## src/rtl/core/pdch_pkg.sv

```systemverilog
// ----------------------------------------------------------------------------
// pdch_pkg
// Shared constants, types and helpers of the pixel difference coder.
// ----------------------------------------------------------------------------
package pdch_pkg;

	// image size limits and register widths
	localparam int MAX_WIDTH   = 4096;
	localparam int MAX_HEIGHT  = 4096;
	localparam int SIZE_W      = 13;
	localparam int POS_W       = 12;

	// histogram geometry
	localparam int COUNT_BITS  = 32;
	localparam int NUM_BINS    = 511;
	localparam int BIN_W       = 9;
	localparam int RAM_DEPTH   = 512;
	localparam int BIN_OFFSET  = 255;
	localparam int CODE_OFFSET = 128;

	// request kinds
	localparam logic REQ_PIXEL = 1'b0;
	localparam logic REQ_READ  = 1'b1;

	// configuration register indexes
	localparam int CFG_IDX_W = 2;
	localparam logic [CFG_IDX_W-1:0] CFG_WIDTH  = 2'd0;
	localparam logic [CFG_IDX_W-1:0] CFG_HEIGHT = 2'd1;

	localparam logic [COUNT_BITS-1:0] COUNT_MAX = {COUNT_BITS{1'b1}};

	// one item as it leaves the predictor
	typedef struct packed {
		logic                    req;
		logic signed [8:0]       residual;
		logic [7:0]              code;
		logic                    frame_end;
		logic [BIN_W-1:0]        addr;
	} item_t;

	// zero maps to one, anything above the limit maps to the limit
	function automatic logic [SIZE_W-1:0] effective_size(input logic [SIZE_W-1:0] v,
		input logic [SIZE_W-1:0] limit);
		logic [SIZE_W-1:0] r;
		if (v == '0) begin
			r = {{(SIZE_W-1){1'b0}}, 1'b1};
		end else if (v > limit) begin
			r = limit;
		end else begin
			r = v;
		end
		return r;
	endfunction

endpackage

```

## src/rtl/core/pdch_pred.sv

```systemverilog
// ----------------------------------------------------------------------------
// pdch_pred
// Raster position and prediction from the left pixel, or above at row start.
// ----------------------------------------------------------------------------
module pdch_pred (
	input  logic                          clk,
	input  logic                          arst_n,
	input  logic                          pix_accept,
	input  logic                          req,
	input  logic [7:0]                    pixel_value,
	input  logic [pdch_pkg::BIN_W-1:0]    bin_index,
	input  logic [pdch_pkg::SIZE_W-1:0]   image_width,
	input  logic [pdch_pkg::SIZE_W-1:0]   image_height,
	output pdch_pkg::item_t               item
);
	import pdch_pkg::*;

	logic [7:0]        prev_q;
	logic [7:0]        row_start_q;
	logic [POS_W-1:0]  col_q;
	logic [POS_W-1:0]  row_q;

	logic [SIZE_W-1:0] w_eff;
	logic [SIZE_W-1:0] h_eff;
	logic              first_col;
	logic              first_row;
	logic [7:0]        pred;
	logic signed [8:0] diff;
	logic signed [8:0] adj;
	logic signed [8:0] half;
	logic              row_end;
	logic              last_row;

	// effective image size
	assign w_eff = effective_size(image_width, SIZE_W'(MAX_WIDTH));
	assign h_eff = effective_size(image_height, SIZE_W'(MAX_HEIGHT));

	// prediction and residual
	assign first_col = (col_q == '0);
	assign first_row = (row_q == '0);
	always_comb begin
		if (!first_col) begin
			pred = prev_q;
		end else if (!first_row) begin
			pred = row_start_q;
		end else begin
			pred = 8'd0;
		end
	end
	assign diff = $signed({1'b0, pixel_value}) - $signed({1'b0, pred});

	// halve toward zero
	assign adj  = diff + $signed({8'd0, diff[8]});
	assign half = adj >>> 1;

	// end of row and image
	assign row_end  = ({1'b0, col_q} + SIZE_W'(1)) >= w_eff;
	assign last_row = ({1'b0, row_q} + SIZE_W'(1)) >= h_eff;

	// item towards the histogram stage
	always_comb begin
		item.req = req;
		if (req == REQ_READ) begin
			item.residual  = '0;
			item.code      = '0;
			item.frame_end = 1'b0;
			item.addr      = bin_index;
		end else begin
			item.residual  = diff;
			item.code      = half[7:0] + 8'(CODE_OFFSET);
			item.frame_end = row_end && last_row;
			item.addr      = diff + BIN_W'(BIN_OFFSET);
		end
	end

	// pixel state
	always_ff @(posedge clk or negedge arst_n) begin
		if (!arst_n) begin
			prev_q      <= '0;
			row_start_q <= '0;
			col_q       <= '0;
			row_q       <= '0;
		end else if (pix_accept) begin
			prev_q <= pixel_value;
			if (first_col) begin
				row_start_q <= pixel_value;
			end
			if (row_end) begin
				col_q <= '0;
				row_q <= last_row ? '0 : row_q + POS_W'(1);
			end else begin
				col_q <= col_q + POS_W'(1);
			end
		end
	end

endmodule

```

## config.mk

```make
export PLATFORM = sky130hd
export DESIGN_NAME = pdch_pred
export DESIGN_NICKNAME = d
export VERILOG_FILES = /design/src/rtl/core/pdch_pkg.sv /design/src/rtl/core/pdch_pred.sv
export SDC_FILE = /design/constraint.sdc
export NUM_CORES = 1
export LEC_CHECK = 0
export BUFFER_PORTS_ARGS = -buffer_cell sky130_fd_sc_hd__buf_2
export CAP_MARGIN = 20
export CORE_ASPECT_RATIO = 0.8
export CORE_UTILIZATION = 40
export CTS_CLUSTER_SIZE = 14
export DETAILED_ROUTE_END_ITERATION = 8
export PLACE_DENSITY = 0.7
export SYNTH_ARGS = -nofsm -noshare
export SYNTH_HDL_FRONTEND = slang
export SYNTH_SLANG_ARGS = --single-unit
```

## constraint.sdc

```tcl
create_clock -name clk -period 5.3 [get_ports clk]
set_input_delay 0 -clock clk [delete_from_list [all_inputs] [get_ports clk]]
set_output_delay 0 -clock clk [all_outputs]
set_load 0.02 [all_outputs]
```

==> flow_summary.yaml, run 1 <==
final_layout:
  fillCellCount: 893
  nets: 602
  n_antenna_cell: 0
  syn_to_final_growth_pct: 17.49
  mostFrequentLayoutCells: "buf_2 (74), nand2_1 (48), ha_1 (40), dfrtp_1 (40)"
  layout_commonest_cell: "buf_2"
  drive_gt1_share_pct: 23.50
floorplan:
  chipWidth_um: 111.3
  dieArea_mm2: 0.009947
  start_util_pct: 41.73
  fp.dieH_um: 89.41
  core_mm2: 0.009154
  io_pins: 75
  rows: 31
synth:
  netlist_area_mm2: 0.003820
  ys_warn_count: 0
  synth_top_area_cell: "dfrtp_1"
  synth_edf_count: 0
  synth_cell_types: 62
  synth-main-ff-cell: "dfrtp_1"
  synth_area_leaders: "dfrtp_1 (26%), ha_1 (13%), mux2_2 (5.3%)"
  ys_ff_latch: 40
  synth_top_area_share_pct: 26.20
  synth_area_per_cell_um2: 8.623
  synth.net_count: 531
  synth_cells: 443
  synthArstFlopShare_pct: 100.0
  seq_area_frac_synth_pct: 26.20
timing:
  fin_tns_setup_ns: 0
  fin_worst_skew_ns: 0.002394
  rsz0062_at_grt: "false"
  tightestPinTransition_ns: 0.8897
  max_slew_margin_pct: 40.69
  slew_viol_final: 0
  holdWs_ns: 0.006381
  hold_violations: 0
  fin_crit_sh_pct: 92.33
  fin_crit_ns: 4.894
  fmax_mhz: 204.3
  setup_violations: 0
status:
  outcome: "finished with violations"
  violations: "DRC"
grt:
  antenna_found_initial: 0
  grt_max_degree: 41
  globalRouteTotalUtil_pct: 18.47
  grt_pass1_wl_um: 14820
  grt_overflow_total: 0
  grt_pass1_vias: 3172
worst_setup_path:
  reg2reg_slack_ns: 1.36
  worstSetupEndpointType: "primary output"
  r2r-end: "col_q[0]"
  crit_arrival_ns: 4.89
  critPathMaxFanout: 9
  path_class: "reg -> out"
  reg2regPathDepth: 13
  start_kind: "flip-flop"
  crit_required_ns: 5.30
  r2r-start: "col_q[0]"
clock_network:
  cts-root-buf: "clkbuf_16"
  tritoncts: "built"
  clk_pin_slew_worst_paths_ns: 0.06
  clk_latency_ns: 0.28
  cts_made_buffers: 5
  cts_setup_buffers: 0
  htreeDepth: 2
  cts_buffer_depth: 2
  cts_sinks: 40
power:
  p_comb_share_pct: 59.1
  swShare_pct: 44.69
  power.total_mw: 1.878
  power_density_mw_per_mm2: 418.4
  p_switching_mw: 0.8391
  irDropWorstVdd_v: 0.0001543
  power_leakage_nw: 2.191
  p_clk_share_pct: 18.4
  power.internal_mw: 1.039
  power_frac_seq_pct: 22.6
job:
  max_cap_viol_count: 0
detailed_routing:
  first_iter_violations: 145
  routed_via_density: 5.567
  drt-wirelength-per-cell_um: 14.33
  drtAntennaViolNets: 0
  wirelength_um: 9030
  drcViolationCount: 10
  dr.pass1.iters: 6
  vias: 3507
placed_design:
  io_buffers: 74
  place_congestion: 0.8479
  dpl.hpwl_um: 7028
hold_path:
  hp-start: "pixel_value[4]"
  hold_depth: 2
  holdPathEnd: "row_start_q[4]"
  min_path_type: "in -> reg"
## timing repair
item,4_1_cts,5_1_grt
endpoints found under the hold margin,44,0
hold buffers,4,0
resized for setup,0,3
setup endpoints to repair,0,1
## layer usage
metal | global-route usage (%) | up-vias | part of all wire [%]
met5 | 0 | - | 0
met4 | 4.423 | 0 | 0.74
met3 | 2.169 | 6 | 3.3
met2 | 30.80 | 73 | 45
met1 | 25.80 | 1658 | 51
li1 | - | 1770 | -
## cells in the mapped netlist, types with 14 or more instances
cell	instances
a22o_1	15
and3_1	14
dfrtp_1	40
ha_1	40
inv_1	19
mux2_2	18
nand2_1	48
nor2_1	29
nor3_1	14
o21ai_0	29
xor2_1	19
## critical path, stage by stage, from the launching register on
cell,delay (ns)
dfrtp_1,0.46
nor4_1,0.47
nand3_2,0.32
a31oi_4,0.36
a22o_1,0.20
ha_1,0.18
inv_1,0.06
fa_1,0.46
a211o_1,0.36
and4_1,0.20
o22ai_2,0.25
nor2b_1,0.18
ha_1,0.21
and4_1,0.25
nor4b_2,0.26
mux2i_1,0.21
buf_2,0.18
## kinds of logic (layout without fill, tap and decap cells)
| kind of cell | after synthesis | in the layout | synth area share [%] |
|---|---|---|---|
| buf+inv | 33 | 105 | 3.800 |
| simple gates | 173 | 173 | 24.04 |
| xor+xnor | 32 | 32 | 7.534 |
| mux | 20 | 20 | 5.830 |
| fa+ha+maj | 41 | 41 | 13.63 |
| flops | 40 | 40 | 26.20 |
| compound gates | 104 | 104 | 18.97 |
## power groups by stage
stage | clock, mW | combinational (mW) | sequential [mW]
final | 0.345 | 1.11 | 0.423
after floorplan | 0 | 0.851 | 0.411
after CTS | 0.351 | 1.10 | 0.422
after global placement | 0 | 1.07 | 0.424
after global routing | 0.365 | 1.24 | 0.431
after detailed placement | 0 | 1.09 | 0.427
## sequential cells by signal, summed over array words and instances (netlist names)
register     cells
row_q           12
row_start_q      8
col_q           12
prev_q           8
## per-stage QoR
stage / worst slack, ns / std cells / util [%] / cell area (um^2)
after floorplan: 1.042 / 443 / - / 3820
after global placement: 0.7658 / 618 / 46.54 / 4260
after detailed placement: 0.4336 / 618 / 46.54 / 4260
after CTS: 0.06780 / 630 / 48.81 / 4468
after global routing: 0.1205 / 630 / 49.03 / 4488
final: 0.4063 / 630 / 49.03 / 4488
## worst max path at each step
stage               startpoint  endpoint  slack, ns
floorplan             col_q[0]  item[17]       1.04
global placement      col_q[0]  item[17]       0.77
detailed placement    col_q[0]  item[17]       0.43
CTS                   col_q[0]  item[17]       0.07
global route          col_q[0]  item[17]       0.12
finish                col_q[2]  item[17]       0.41
## cell type report
type / count / area, um^2 / area share, %
Sequential cell: 40 / 1001 / 22.30
Clock buffer: 5 / 125.1 / 2.788
Clock inverter: 3 / 42.54 / 0.9479
Multi-Input combinational cell: 370 / 2694 / 60.02
Inverter: 19 / 71.32 / 1.589
Tap cell: 115 / 143.9 / 3.206
Timing Repair Buffer: 78 / 410.4 / 9.144
(Power assumes the default switching activity.)
==> inputs of run 2 (changes only) <==
CORE_MARGIN = 4   (was not set)
==> run 2 against run 1 <==
  * The run now ends clean
  * Clock skew increased by 0.0024 ns
  * Worst setup slack worse by 0.058 ns
  * Via count down 0.57%
  * Cell count is 0.16% higher
  * Routed wire length rose by 2.8%
  * Clock power barely moved
  * Sequential power about the same
  * Largest cell class unchanged
==> flow_summary.yaml, run 2 (synthesized netlist as in run 1, its figures left out) <==
grt:
  grt_pass1_wl_um: 15300
  grt_overflow_total: 0
  antenna_found_initial: 0
  globalRouteTotalUtil_pct: 16.80
  grt_pass1_vias: 3326
  grt_max_degree: 41
hold_path:
  holdPathEnd: "row_start_q[4]"
  min_path_type: "in -> reg"
  hp-start: "pixel_value[4]"
  hold_depth: 2
worst_setup_path:
  reg2regPathDepth: 13
  r2r-start: "col_q[0]"
  crit_arrival_ns: 4.95
  start_kind: "flip-flop"
  crit_required_ns: 5.30
  worstSetupEndpointType: "primary output"
  critPathMaxFanout: 9
  r2r-end: "col_q[0]"
  path_class: "reg -> out"
  reg2reg_slack_ns: 1.39
timing:
  fin_tns_setup_ns: 0
  fin_crit_sh_pct: 93.44
  fmax_mhz: 201.9
  fin_crit_ns: 4.952
  hold_violations: 0
  slew_viol_final: 0
  setup_violations: 0
  fin_worst_skew_ns: 0.004841
  tightestPinTransition_ns: 0.9012
  max_slew_margin_pct: 39.92
  rsz0062_at_grt: "false"
job:
  max_cap_viol_count: 0
detailed_routing:
  dr.pass1.iters: 4
  vias: 3487
  first_iter_violations: 171
  wirelength_um: 9280
  drcViolationCount: 0
  routed_via_density: 5.526
  drt-wirelength-per-cell_um: 14.71
  drtAntennaViolNets: 0
floorplan:
  chipWidth_um: 117.3
  start_util_pct: 41.55
  rows: 31
  dieArea_mm2: 0.01119
  io_pins: 75
  core_mm2: 0.009193
  fp.dieH_um: 95.41
final_layout:
  drive_gt1_share_pct: 23.26
  top_regs: "col_q x12, row_q x12"
  syn_to_final_growth_pct: 17.59
  utilization_pct: 48.86
  layout_commonest_cell: "buf_2"
  n_antenna_cell: 0
  nets: 603
  mostFrequentLayoutCells: "buf_2 (74), nand2_1 (48), ha_1 (40), dfrtp_1 (40)"
power:
  power_density_mw_per_mm2: 417.6
  irDropWorstVdd_v: 0.0001415
  power_leakage_nw: 2.192
placed_design:
  place_congestion: 0.8974
  dpl.hpwl_um: 7260
  io_buffers: 74
clock_network:
  cts_sinks: 40
  cts_made_buffers: 5
  cts_buffer_depth: 2
  cts-root-buf: "clkbuf_16"
  htreeDepth: 2
  clk_pin_slew_worst_paths_ns: 0.06
  clk_latency_ns: 0.28
  tritoncts: "built"
status:
  outcome: "completed"
run 2: cell types whose count changed in the layout (fill, tap and decap cells not counted):
cell,before,now
nor4b_2,3,2
dlygate4sd3_1,4,5
nor4b_1,1,2
run 2: metrics by stage:
step | hold slack [ns] | instance area [um^2] | power (mW) | instances | setup slack [ns]
CTS | 0.007838 | 4478 | 1.878 | 631 | 0.1871
global placement | 0.1722 | 4260 | 1.494 | 618 | 0.7584
detailed placement | 0.1937 | 4260 | 1.526 | 618 | 0.5236
finish | 0.006739 | 4492 | 1.876 | 631 | 0.3479
global route | 0.02550 | 4492 | 2.025 | 631 | 0.03693
floorplan | -0.2956 | 3820 | 1.262 | 443 | 1.042
run 2: worst max path at each step:
| stage | slack [ns] | cells past startpoint | endpoint | from |
|---|---|---|---|---|
| floorplan | 1.04 | 17 | item[17] | col_q[0] |
| global placement | 0.76 | 18 | item[17] | col_q[0] |
| detailed placement | 0.52 | 18 | item[17] | col_q[0] |
| CTS | 0.19 | 18 | item[17] | col_q[0] |
| global route | 0.04 | 18 | item[17] | col_q[0] |
| finish | 0.35 | 18 | item[17] | col_q[0] |
run 2: power breakdown:
part	internal [mW]	switching [mW]
logic	0.450	0.659
clock network	0.221	0.122
registers	0.367	0.0572
run 2: layer usage:
metal  vias to the layer above  track usage (%)  share of wire, %
met5                         -                0                 0
met4                         0            3.820              0.86
met3                         6            2.157               4.2
met2                        69            26.88                45
met1                      1638            24.11                50
li1                       1774                -                 -
run 2: cell type report:
| type | count | area, um^2 |
|---|---|---|
| multi-input cells | 370 | 2688 |
| clock inverters | 3 | 42.54 |
| fillers | 879 | 4701 |
| repair buffers | 79 | 420.4 |
| inverters | 19 | 71.32 |
| well taps | 115 | 143.9 |
| flip-flops and latches | 40 | 1001 |
| clock buffers | 5 | 125.1 |
run 2: worst max-delay path, stage by stage (launching register included):
cell and delay [ns]:
dfrtp_1 0.43, inv_1 0.11, ha_1 0.14, nor4b_1 0.37
nand3_2 0.31, a31oi_4 0.34, a22o_1 0.20, ha_1 0.16
inv_1 0.05, fa_1 0.46, a211o_1 0.36, and4_1 0.21
o22ai_2 0.24, nor2b_1 0.17, ha_1 0.23, and4_1 0.25
nor4b_2 0.24, mux2i_1 0.22, buf_2 0.19
run 2: timing repair:
action	in CTS	in global routing
hold endpoints to repair	46	0
buffers inserted	0	0
setup endpoints to repair	0	1
resized for setup	0	2
hold buffers	5	0
